[config.mk]
export PLATFORM = sky130hd
export DESIGN_NAME = humidity_sensor_single_wire_reader
export DESIGN_NICKNAME = d
export VERILOG_FILES = /design/src/design/hsswr_pkg.sv /design/src/design/hsswr_cfg.sv /design/src/design/hsswr_core.sv /design/src/design/humidity_sensor_single_wire_reader.sv
export VERILOG_INCLUDE_DIRS = /design/src /design/src/design
export SDC_FILE = /design/constraint.sdc
export NUM_CORES = 1
export LEC_CHECK = 0
export BUFFER_PORTS_ARGS = -buffer_cell sky130_fd_sc_hd__buf_2
export CORE_AREA = 2 2 158 160
export CTS_CLUSTER_DIAMETER = 80
export CTS_CLUSTER_SIZE = 30
export DETAILED_ROUTE_END_ITERATION = 6
export DIE_AREA = 0 0 160 162
export PLACE_DENSITY = 0.85
export SETUP_SLACK_MARGIN = 0.2
export SLEW_MARGIN = 20
export SYNTH_ARGS = -nofsm -noshare
export SYNTH_HDL_FRONTEND = slang
export SYNTH_SLANG_ARGS = --single-unit
[constraint.sdc]
create_clock -name clk -period 4.2 [get_ports clk]
set_input_delay 1.26 -clock clk [delete_from_list [all_inputs] [get_ports clk]]
set_output_delay 1.26 -clock clk [all_outputs]
set_load 0.005 [all_outputs]
[src/design/humidity_sensor_single_wire_reader_macros.svh]
// Assertion macros used by the reader's top-level RTL file
`ifndef HUMIDITY_SENSOR_SINGLE_WIRE_READER_MACROS_SVH
`define HUMIDITY_SENSOR_SINGLE_WIRE_READER_MACROS_SVH

// same-cycle implication
`define HSSWR_ASSERT_IMPL(label, clk_s, rst_s, ante, cons) \
	label: assert property (@(posedge clk_s) disable iff (!(rst_s)) (ante) |-> (cons)) \
		else $error("hsswr check failed");

// next-cycle implication
`define HSSWR_ASSERT_NEXT(label, clk_s, rst_s, ante, cons) \
	label: assert property (@(posedge clk_s) disable iff (!(rst_s)) (ante) |=> (cons)) \
		else $error("hsswr check failed");

`endif

[src/design/hsswr_pkg.sv]
// Types and constants of the single-wire humidity sensor reader
`timescale 1ns / 1ps
package hsswr_pkg;

	localparam int CFG_DATA_W = 24;
	localparam int CFG_IDX_W  = 2;

	localparam logic [CFG_IDX_W-1:0] REG_START_LOW     = 2'd0;
	localparam logic [CFG_IDX_W-1:0] REG_BIT_THRESHOLD = 2'd1;
	localparam logic [CFG_IDX_W-1:0] REG_READ_INTERVAL = 2'd2;

	localparam logic [19:0] START_LOW_RST     = 20'd20000;
	localparam logic [7:0]  BIT_THRESHOLD_RST = 8'd50;
	localparam logic [23:0] READ_INTERVAL_RST = 24'd2000000;

	localparam logic [5:0] FRAME_BITS = 6'd40;

	typedef enum logic [2:0] {
		PH_INTERVAL,
		PH_START,
		PH_RESP_HIGH,
		PH_RESP_LOW,
		PH_RESP_RISE,
		PH_BIT_WAIT,
		PH_BIT_HIGH
	} phase_t;

	typedef struct packed {
		logic [19:0] start_low;
		logic [7:0]  bit_threshold;
		logic [23:0] read_interval;
	} cfg_t;

	typedef struct packed {
		logic        drive_low;
		logic        frame_valid;
		logic [7:0]  humidity_whole;
		logic [7:0]  humidity_frac;
		logic [7:0]  temperature_whole;
		logic [7:0]  temperature_frac;
		logic [7:0]  received_sum;
		logic        sum_mismatch;
		logic [15:0] mismatch_count;
	} result_t;

endpackage

[src/design/hsswr_cfg.sv]
// Configuration register file of the reader
`timescale 1ns / 1ps
module hsswr_cfg (
	input  logic                               clk,
	input  logic                               arst_n,
	input  logic                               cfg_write,
	input  logic [hsswr_pkg::CFG_IDX_W-1:0]    cfg_index,
	input  logic [hsswr_pkg::CFG_DATA_W-1:0]   cfg_data,
	output hsswr_pkg::cfg_t                    cfg
);
	import hsswr_pkg::*;

	cfg_t cfg_q;

	always_ff @(posedge clk or negedge arst_n) begin
		if (!arst_n) begin
			cfg_q.start_low     <= START_LOW_RST;
			cfg_q.bit_threshold <= BIT_THRESHOLD_RST;
			cfg_q.read_interval <= READ_INTERVAL_RST;
		end else if (cfg_write) begin
			unique case (cfg_index)
				REG_START_LOW:     cfg_q.start_low     <= cfg_data[19:0];
				REG_BIT_THRESHOLD: cfg_q.bit_threshold <= cfg_data[7:0];
				REG_READ_INTERVAL: cfg_q.read_interval <= cfg_data[23:0];
				default: ;
			endcase
		end
	end

	assign cfg = cfg_q;

endmodule

[src/design/hsswr_core.sv]
// Phase machine, pulse timer and frame assembly of the reader
`timescale 1ns / 1ps
module hsswr_core #(
	parameter int TIMER_WIDTH = 24
) (
	input  logic                clk,
	input  logic                arst_n,
	input  logic                step,
	input  logic                level,
	input  hsswr_pkg::cfg_t     cfg,
	output hsswr_pkg::result_t  res
);
	import hsswr_pkg::*;

	localparam int CmpW = (TIMER_WIDTH > 24) ? TIMER_WIDTH : 24;
	localparam logic [TIMER_WIDTH-1:0] TMax = {TIMER_WIDTH{1'b1}};

	phase_t                 phase_q, phase_d;
	logic [TIMER_WIDTH-1:0] tick_q, tick_d, tick_inc;
	logic                   prev_q;
	logic [5:0]             bits_q, bits_d, bits_dec;
	logic [39:0]            shift_q, shift_d, shift_in;
	logic [7:0]             pub_q [5];
	logic [7:0]             pub_d [5];
	logic                   flag_q, flag_d;
	logic [15:0]            total_q, total_d;
	logic                   publish;
	logic                   wait_done, start_done, bit_one, mismatch;
	logic [7:0]             sum;

	always_comb begin
		tick_inc   = (tick_q != TMax) ? tick_q + 1'b1 : tick_q;
		wait_done  = (CmpW'(tick_inc) >= CmpW'(cfg.read_interval)) || (tick_inc == TMax);
		start_done = (CmpW'(tick_inc) >= CmpW'(cfg.start_low)) || (tick_inc == TMax);
		bit_one    = CmpW'(tick_q) > CmpW'(cfg.bit_threshold);
		shift_in   = {shift_q[38:0], bit_one};
		bits_dec   = (bits_q != 6'd0) ? bits_q - 6'd1 : bits_q;
		sum        = shift_in[39:32] + shift_in[31:24] + shift_in[23:16] + shift_in[15:8];
		mismatch   = sum != shift_in[7:0];
	end

	always_comb begin
		phase_d = phase_q;
		tick_d  = tick_q;
		bits_d  = bits_q;
		shift_d = shift_q;
		publish = 1'b0;
		unique case (phase_q)
			PH_INTERVAL: begin
				tick_d = tick_inc;
				if (wait_done) begin
					phase_d = PH_START;
					tick_d  = '0;
				end
			end
			PH_START: begin
				tick_d = tick_inc;
				if (start_done) begin
					phase_d = PH_RESP_HIGH;
					tick_d  = '0;
				end
			end
			PH_RESP_HIGH: if (level) phase_d = PH_RESP_LOW;
			PH_RESP_LOW:  if (!level) phase_d = PH_RESP_RISE;
			PH_RESP_RISE: if (level) phase_d = PH_BIT_WAIT;
			PH_BIT_WAIT: begin
				if (level && !prev_q) begin
					phase_d = PH_BIT_HIGH;
					tick_d  = TIMER_WIDTH'(1);
				end
			end
			PH_BIT_HIGH: begin
				if (level) begin
					tick_d = tick_inc;
				end else begin
					tick_d = '0;
					if (bits_dec == 6'd0) begin
						publish = 1'b1;
						phase_d = PH_INTERVAL;
						bits_d  = FRAME_BITS;
						shift_d = '0;
					end else begin
						phase_d = PH_BIT_WAIT;
						bits_d  = bits_dec;
						shift_d = shift_in;
					end
				end
			end
			default: begin
				phase_d = PH_INTERVAL;
				tick_d  = '0;
				bits_d  = FRAME_BITS;
				shift_d = '0;
			end
		endcase
	end

	always_comb begin
		for (int k = 0; k < 5; k++) begin
			pub_d[k] = publish ? shift_in[32-8*k +: 8] : pub_q[k];
		end
		flag_d  = publish ? mismatch : flag_q;
		total_d = (publish && mismatch && total_q != 16'hFFFF) ? total_q + 16'd1 : total_q;
	end

	always_ff @(posedge clk or negedge arst_n) begin
		if (!arst_n) begin
			phase_q <= PH_INTERVAL;
			tick_q  <= '0;
			prev_q  <= 1'b1;
			bits_q  <= FRAME_BITS;
			shift_q <= '0;
			for (int k = 0; k < 5; k++) pub_q[k] <= '0;
			flag_q  <= 1'b0;
			total_q <= '0;
		end else if (step) begin
			phase_q <= phase_d;
			tick_q  <= tick_d;
			prev_q  <= level;
			bits_q  <= bits_d;
			shift_q <= shift_d;
			for (int k = 0; k < 5; k++) pub_q[k] <= pub_d[k];
			flag_q  <= flag_d;
			total_q <= total_d;
		end
	end

	assign res.drive_low         = phase_q == PH_START;
	assign res.frame_valid       = publish;
	assign res.humidity_whole    = pub_d[0];
	assign res.humidity_frac     = pub_d[1];
	assign res.temperature_whole = pub_d[2];
	assign res.temperature_frac  = pub_d[3];
	assign res.received_sum      = pub_d[4];
	assign res.sum_mismatch      = flag_d;
	assign res.mismatch_count    = total_d;

endmodule

[src/design/humidity_sensor_single_wire_reader.sv]
// Top level of the single-wire humidity and temperature sensor reader
// Usage:
//   Input channel (in_valid, in_stall, line_level): one beat per microsecond tick
//   carrying the sampled data line. Output channel (out_valid, out_stall, fields):
//   exactly one result beat for every input beat, in order.
//   drive_low in a result beat tells the pad to pull the line low for that tick;
//   frame_valid marks the beat on which a new 40-bit frame is published.
//   The input register holds each accepted beat, then the result register holds
//   its result. Throughput: one beat per cycle, sustained while out_stall is low.
//   Configuration writes (cfg_write, cfg_index, cfg_data) take effect at the
//   next edge; write only while idle. Indexes outside the register list are ignored.
//   Reset: phase goes to the interval wait, bit count to 40, other counters and
//   published bytes clear, registers get their defaults; both channels come up empty.
//   Stall: while out_stall holds a result, one more beat is taken into the input
//   register, then in_stall rises until the result drains.
`timescale 1ns / 1ps
module humidity_sensor_single_wire_reader #(
	parameter int TIMER_WIDTH = 24
) (
	input  logic                              clk,
	input  logic                              arst_n,
	input  logic                              in_valid,
	output logic                              in_stall,
	input  logic                              line_level,
	output logic                              out_valid,
	input  logic                              out_stall,
	output logic                              drive_low,
	output logic                              frame_valid,
	output logic [7:0]                        humidity_whole,
	output logic [7:0]                        humidity_frac,
	output logic [7:0]                        temperature_whole,
	output logic [7:0]                        temperature_frac,
	output logic [7:0]                        received_sum,
	output logic                              sum_mismatch,
	output logic [15:0]                       mismatch_count,
	input  logic                              cfg_write,
	input  logic [hsswr_pkg::CFG_IDX_W-1:0]   cfg_index,
	input  logic [hsswr_pkg::CFG_DATA_W-1:0]  cfg_data
);
	import hsswr_pkg::*;
	`include "humidity_sensor_single_wire_reader_macros.svh"

	cfg_t    cfg;
	result_t res;
	result_t out_q;
	logic    valid_s1, level_s1;
	logic    out_valid_q;
	logic    out_free, step, accept;

	assign out_free = !out_valid_q || !out_stall;
	assign step     = valid_s1 && out_free;
	assign in_stall = valid_s1 && !out_free;
	assign accept   = in_valid && !in_stall;

	hsswr_cfg u_cfg (
		.clk       (clk),
		.arst_n    (arst_n),
		.cfg_write (cfg_write),
		.cfg_index (cfg_index),
		.cfg_data  (cfg_data),
		.cfg       (cfg)
	);

	hsswr_core #(
		.TIMER_WIDTH (TIMER_WIDTH)
	) u_core (
		.clk    (clk),
		.arst_n (arst_n),
		.step   (step),
		.level  (level_s1),
		.cfg    (cfg),
		.res    (res)
	);

	always_ff @(posedge clk or negedge arst_n) begin
		if (!arst_n) begin
			valid_s1 <= 1'b0;
		end else if (accept) begin
			valid_s1 <= 1'b1;
		end else if (step) begin
			valid_s1 <= 1'b0;
		end
	end

	always_ff @(posedge clk) begin
		if (accept) begin
			level_s1 <= line_level;
		end
	end

	always_ff @(posedge clk or negedge arst_n) begin
		if (!arst_n) begin
			out_valid_q <= 1'b0;
		end else if (out_free) begin
			out_valid_q <= step;
		end
	end

	always_ff @(posedge clk) begin
		if (step) begin
			out_q <= res;
		end
	end

	assign out_valid         = out_valid_q;
	assign drive_low         = out_q.drive_low;
	assign frame_valid       = out_q.frame_valid;
	assign humidity_whole    = out_q.humidity_whole;
	assign humidity_frac     = out_q.humidity_frac;
	assign temperature_whole = out_q.temperature_whole;
	assign temperature_frac  = out_q.temperature_frac;
	assign received_sum      = out_q.received_sum;
	assign sum_mismatch      = out_q.sum_mismatch;
	assign mismatch_count    = out_q.mismatch_count;

	`HSSWR_ASSERT_IMPL(a_stall_only_when_full, clk, arst_n, in_stall, valid_s1 && out_valid && out_stall)
	`HSSWR_ASSERT_NEXT(a_step_gives_beat, clk, arst_n, step, out_valid)
	`HSSWR_ASSERT_IMPL(a_no_frame_while_driving, clk, arst_n, out_valid && drive_low, !frame_valid)

endmodule
==> impl_metrics.env, run 1 <==
export IMPL_synth_area_leaders="dfrtp_1, edfxtp_1, ha_1"
export IMPL_synth_edf_count=60
export IMPL_finalHoldViolCount=0
export IMPL_netlist_area_um2=12870
export IMPL_crit_required_ps=4440
export IMPL_cp_cell_sequence="inv_2 -> fa_1 -> fa_1 -> inv_1 -> ha_2 -> inv_2 -> fa_2 -> nor2b_2 -> o21ai_1 -> nand2b_1 -> a21o_1 -> a21oi_2 -> xnor2_1 -> or4_4 -> buf_12 -> buf_6 -> nand4_1 -> xnor2_1"
export IMPL_clkSinkCount=244
export IMPL_dp_hpwl_um=20060
export IMPL_switchingPower_mw=1.962
export IMPL_syn_to_final_growth_pct=19.23
export IMPL_drive_above_1_share_pct=28.76
export IMPL_worstPathMaxFanout=8
export IMPL_synth_cells=1211
export IMPL_grt_setup_unrepaired="true"
export IMPL_seq_power_share_pct=46.6
export IMPL_drc_errors=0
export IMPL_ys_ff_latch=244
export IMPL_p_comb_share_pct=30.6
export IMPL_fin_area_um2=15350
export IMPL_placed_area_um2=14150
export IMPL_vdd_drop_max_mv=0.3355
export IMPL_timing_reg2reg_setup_slack_ps=130
export IMPL_p_leak_nw=7.101
export IMPL_r2r_start="u_core.shift_q[16]$_DFFE_PN0P_"
export IMPL_hp_class="flip-flop to flip-flop"
export IMPL_avgRoutedWirePerCell_um=17.74
export IMPL_final_setup_tns_ps=0
export IMPL_synth_top_area_share_pct=32.27
export IMPL_diodes=0
export IMPL_synth_nets=1320
export IMPL_viasPerCell=5.777
export IMPL_drt_iter0_markers=794
export IMPL_worst_pin_slew_ps=1137
export IMPL_cts_clk_slew_worst_paths_ps=120
export IMPL_syn_mean_instance_area_um2=10.63
export IMPL_slowest_delay_ps=590
export IMPL_core_area_um2=24110
export IMPL_worst_path_buf_inv=5
export IMPL_grt_pass1_vias=9749
export IMPL_maxSlewHeadroom_pct=23.62
export IMPL_cts_made_buffers=13
export IMPL_routabilityCongestion=0.9167
export IMPL_io_pins=93
export IMPL_cp_start_kind="flip-flop"
export IMPL_cp_slowest_cell="or4_4"
export IMPL_routed_wl_um=30290
export IMPL_ys_types=75
export IMPL_cts_tree="yes"
export IMPL_final_cell_mix="nand2_1, dfrtp_1, buf_4"
export IMPL_grt_first_pass_wirelength_um=48180
export IMPL_row_count=57
export IMPL_slew_violations=0
export IMPL_ys_seq_area_share_pct=49.94
export IMPL_path_class="flip-flop to flip-flop"
export IMPL_crit_arrival_ps=4310
export IMPL_io_buffer_count=92
export IMPL_cts_htree_levels=1
export IMPL_fp_dieH_um=162
export IMPL_p_sw_share_pct=31.91
export IMPL_synthArstFlopShare_pct=75.41
export IMPL_hold_buffers=0
export IMPL_final_common_cell="nand2_1"
export IMPL_layout_min_cycle_time_ps=4071
export IMPL_hold_start="u_core.pub_q[30]$_DFFE_PN0P_"
export IMPL_setup_viol=0
export IMPL_drtAntennaViolNets=0
export IMPL_end_kind="flip-flop"
export IMPL_ys_flop_type="dfrtp_1"
export IMPL_p_per_area_nw_per_um2=400.6
export IMPL_finalCritPeriodShare_pct=96.92
export IMPL_start_util_pct=53.40
export IMPL_ys_warn_count=0
export IMPL_yosys_area_top_type="dfrtp_1"
export IMPL_grt_max_degree=119
export IMPL_cts_path_max_buffers=3
export IMPL_power_frac_clock_pct=22.8
export IMPL_root_buffer="clkbuf_16"
export IMPL_routed_via_count=9867
export IMPL_die_w_um=160
export IMPL_clock_latency_ps=490
export IMPL_intPower_mw=4.187
export IMPL_fin_worst_skew_ps=20.14
export IMPL_outcome="completed"
export IMPL_critPathTopFamily="adder cells"
export IMPL_grt_use_total_pct=22.71
export IMPL_grt_ovfl_total=0
export IMPL_dr_pass1_iters=5
export IMPL_finalNetCount=1487
export IMPL_antenna_found_initial=0
export IMPL_fmax_mhz=245.7
export IMPL_dieArea_um2=25920
export IMPL_max_cap_violations=0
export IMPL_cp_startpoint="u_core.shift_q[16]$_DFFE_PN0P_"
what timing repair did:
item	4_1_cts	5_1_grt
cloned	3	1
endpoints found under the setup margin	52	55
setup buffers	7	24
gates resized for setup	21	75
pin swaps	7	38
cells in the mapped netlist (4+ instances only):
master	n
a21o_1	9
a22o_1	47
xnor2_1	53
o211ai_1	5
a21oi_1	24
and3_1	11
dfrtp_1	166
nor3_1	18
buf_1	7
dfstp_2	18
buf_2	15
and4_1	11
inv_1	86
and2_1	5
nor4_1	12
o21ai_0	74
clkbuf_1	30
nand3_1	35
a2111oi_0	4
buf_4	8
buf_6	4
fa_1	14
o21a_1	4
or2_2	4
nor2b_1	6
mux2_2	67
edfxtp_1	60
nand2_1	190
a31oi_1	13
or3_1	6
nor2_1	37
xor2_1	13
nand2b_1	8
nand4_1	28
ha_1	63
final timing paths:
kind,endpoint,cells past startpoint
max in group asynchronous,u_core.bits_q[3]$_DFFE_PN1P_,2
worst min register to register,u_core.pub_q[30]$_DFFE_PN0P_,2
worst max-delay path,mismatch_count[6]$_DFFE_PP_,18
worst max register to register,mismatch_count[6]$_DFFE_PP_,18
worst min-delay path,u_core.pub_q[30]$_DFFE_PN0P_,2
min in group asynchronous,u_core.pub_q[34]$_DFFE_PN0P_,1
per-layer routing:
metal	track usage, %	routed length, um	up-vias
li1	-	-	4604
met3	2.503	1545	81
met1	28.39	12280	4856
met5	0	0	-
met4	9.132	1162	0
met2	40.57	15310	326
per-stage QoR:
stage | hold slack [ps] | cells | utilization, % | power (mW) | setup slack, ps
global placement | 452.9 | 1652 | 58.68 | 4.333 | 53.38
finish | 483.2 | 1708 | 63.67 | 6.149 | 129.2
detailed placement | 459.2 | 1652 | 58.68 | 4.414 | -119.7
global route | 514.3 | 1708 | 63.67 | 6.475 | -21.82
CTS | 484.4 | 1683 | 61.35 | 5.975 | 187.5
floorplan | 441.8 | 1211 | - | 3.868 | 224.4
cells by family after synthesis:
group | synth area share (%)
AND/OR/NAND/NOR | 14.93
XOR/XNOR | 4.491
AO/OA/AOI/OAI | 11.19
buffers and inverters | 5.054
multiplexers | 6.094
adder cells (fa/ha/maj) | 8.301
flip-flops | 49.94
state kept, by name, summed over array words and instances, names as in the netlist, 16 cells and up:
name            flops
u_core.tick_q      24
u_core.total_q     16
u_core.shift_q     39
u_cfg.cfg          52
mismatch_count     16
u_core.pub_q       40
tightest hold or removal path, delay by kind of cell (launching register included):
family           cells  cell delay, ps
DFF                  1             350
and+or+nand+nor      2             110
layout make-up:
cell class | count | area (um^2)
fill | 1794 | 8758
sequential | 244 | 6429
multi-input combinational | 816 | 6217
timing repair buffer | 216 | 1565
tap | 324 | 405.4
clock buffer | 15 | 332.8
inverter | 87 | 329.1
clock inverter | 6 | 68.82
power groups by stage:
stage | clock network (mW) | logic, mW | registers (mW)
global route | 1.52 | 2.06 | 2.90
detailed placement | 0 | 1.51 | 2.90
CTS | 1.42 | 1.70 | 2.86
floorplan | 0 | 1.00 | 2.87
finish | 1.40 | 1.88 | 2.87
global placement | 0 | 1.44 | 2.89
Power figures use the tool's default switching activity.
==> inputs of run 2 (changes only) <==
- BUFFER_PORTS_ARGS: -buffer_cell sky130_fd_sc_hd__buf_2 -> unset
- DONT_BUFFER_PORTS: unset -> 1
- PLACE_DENSITY: 0.85 -> 0.81
==> impl_metrics.env, run 2 (synthesis gave the netlist of run 1 again) <==
export IMPL_setup_viol=0
export IMPL_dr_max_layer_used="met4"
export IMPL_grt_setup_unrepaired="true"
export IMPL_grt_first_pass_wirelength_um=47220
export IMPL_io_buffer_count=0
export IMPL_vdd_drop_max_mv=0.2883
export IMPL_worstPathMaxFanout=7
export IMPL_r2r_end="mismatch_count[7]$_DFFE_PP_"
export IMPL_grt_use_total_pct=22.25
export IMPL_p_per_area_nw_per_um2=414.8
export IMPL_core_area_um2=24110
export IMPL_clkSinkCount=244
export IMPL_grt_ovfl_total=0
export IMPL_crit_arrival_ps=4310
export IMPL_pre_cts_ws_ps=-33.85
export IMPL_route_met2_wl_um=14870
export IMPL_crit_required_ps=4460
export IMPL_routed_wl_um=28990
export IMPL_finalNetCount=1394
export IMPL_slew_violations=0
export IMPL_max_cap_violations=0
export IMPL_drc_errors=0
export IMPL_diodes=0
export IMPL_maxSlewHeadroom_pct=26.27
export IMPL_wl_met3_um=1023
export IMPL_layout_setup_ws_ps=147.2
export IMPL_drt_iter0_markers=851
export IMPL_avgRoutedWirePerCell_um=17.93
export IMPL_dp_hpwl_um=19900
export IMPL_r2r_start="u_core.shift_q[17]$_DFFE_PN0P_"
export IMPL_hold_buffers=0
export IMPL_finalHoldViolCount=0
export IMPL_die_w_um=160
export IMPL_fin_worst_skew_ps=44.24
export IMPL_cp_start_kind="flip-flop"
export IMPL_fillCellCount=1934
export IMPL_routabilityCongestion=0.9013
export IMPL_drtAntennaViolNets=0
export IMPL_routed_via_count=9366
export IMPL_dieArea_um2=25920
export IMPL_final_cell_mix="nand2_1, dfrtp_1, buf_4"
export IMPL_io_pins=93
export IMPL_wl_met1_um=12260
export IMPL_antenna_found_initial=0
export IMPL_worst_pin_slew_ps=1098
export IMPL_fmax_mhz=246.7
export IMPL_root_buffer="clkbuf_16"
export IMPL_end_kind="flip-flop"
export IMPL_finalCritPeriodShare_pct=96.49
export IMPL_fp_dieH_um=162
export IMPL_outcome="completed"
export IMPL_fin_cells=1617
export IMPL_cts_made_buffers=14
export IMPL_dr_pass1_iters=5
export IMPL_cts_htree_levels=1
export IMPL_grt_pass1_vias=9434
export IMPL_hp_class="input pin to asynchronous set/reset pin"
export IMPL_viasPerCell=5.792
export IMPL_start_util_pct=53.40
export IMPL_path_class="flip-flop to flip-flop"
export IMPL_grt_max_degree=185
export IMPL_dp_cells=1562
export IMPL_syn_to_final_growth_pct=14.57
export IMPL_p_leak_nw=6.636
export IMPL_timing_reg2reg_setup_slack_ps=150
export IMPL_clock_latency_ps=500
export IMPL_final_common_cell="nand2_1"
export IMPL_cts_clk_slew_worst_paths_ps=110
export IMPL_r2r_cells=13
export IMPL_layout_min_cycle_time_ps=4053
export IMPL_cts_tree="yes"
export IMPL_cts_path_max_buffers=3
export IMPL_largest_reg_flops=52
export IMPL_drive_above_1_share_pct=22.82
export IMPL_row_count=57
==> run 2: how the worst max path moves through the flow <==
| stage | from | end | slack, ps | cells past startpoint |
|---|---|---|---|---|
| after floorplan | u_core.shift_q[8]$_DFFE_PN0P_ | mismatch_count[12]$_DFFE_PP_ | 220 | 18 |
| after global placement | u_core.tick_q[5]$_DFFE_PN0P_ | u_core.tick_q[6]$_DFFE_PN0P_ | 70 | 15 |
| after detailed placement | u_core.tick_q[7]$_DFFE_PN0P_ | u_core.tick_q[6]$_DFFE_PN0P_ | -30 | 15 |
| after CTS | u_core.shift_q[8]$_DFFE_PN0P_ | mismatch_count[7]$_DFFE_PP_ | 210 | 17 |
| after global routing | u_core.shift_q[24]$_DFFE_PN0P_ | mismatch_count[7]$_DFFE_PP_ | -10 | 17 |
| final | u_core.shift_q[17]$_DFFE_PN0P_ | mismatch_count[7]$_DFFE_PP_ | 150 | 13 |
==> run 2: what timing repair did <==
action	CTS	global route
cloned	1	1
endpoints found under the hold margin	0	0
resized for setup	21	55
buffers inserted	11	18
pin swaps	9	37
endpoints found under the setup margin	40	44
==> run 2: worst max-delay path, stage by stage, from the launching register on <==
cell and delay (ps):
dfrtp_1 390, inv_1 120, fa_1 450, fa_1 570, inv_1 70, ha_1 310
a21o_1 190, a21oi_1 240, o21ai_1 160, xnor2_1 160, or4_4 630, buf_8 180
nor3b_4 140, xor2_1 200
==> run 2: area by class of cell <==
| cell class | count | area [um^2] | share of cell area [%] |
|---|---|---|---|
| clock inverter | 5 | 88.84 | 0.6024 |
| sequential | 244 | 6429 | 43.59 |
| clock buffer | 19 | 400.4 | 2.715 |
| tap | 324 | 405.4 | 2.749 |
| inverter | 87 | 329.1 | 2.231 |
| multi-input combinational | 816 | 6096 | 41.33 |
| timing repair buffer | 122 | 999.7 | 6.779 |
==> run 2: power breakdown <==
| group | internal [mW] | total, mW | leakage, nW | switching (mW) |
|---|---|---|---|---|
| sequential | 2.71 | 2.88 | 2.95 | 0.165 |
| clock | 0.767 | 1.58 | 0.236 | 0.811 |
| combinational | 0.752 | 1.66 | 3.45 | 0.911 |
| total | 4.23 | 6.12 | 6.64 | 1.89 |
==> run 2: stage by stage <==
step | instance area, um^2 | util, % | hold WS, ps | power, mW | setup TNS [ps]
after floorplan | 12880 | - | 441.8 | 3.868 | 0
after global placement | 13670 | 56.71 | 452.7 | 4.218 | 0
after detailed placement | 13670 | 56.71 | 458.7 | 4.289 | -310.0
after CTS | 14350 | 59.53 | 429.3 | 5.947 | 0
after global routing | 14750 | 61.18 | 419.6 | 6.462 | -13.22
final | 14750 | 61.18 | 448.0 | 6.117 | 0
==> run 2: per-layer routing <==
layer / up-vias / global-route usage [%]
met1: 4668 / 28.42
met2: 237 / 40.00
met5: - / 0
li1: 4409 / -
met4: 0 / 7.125
met3: 52 / 2.349
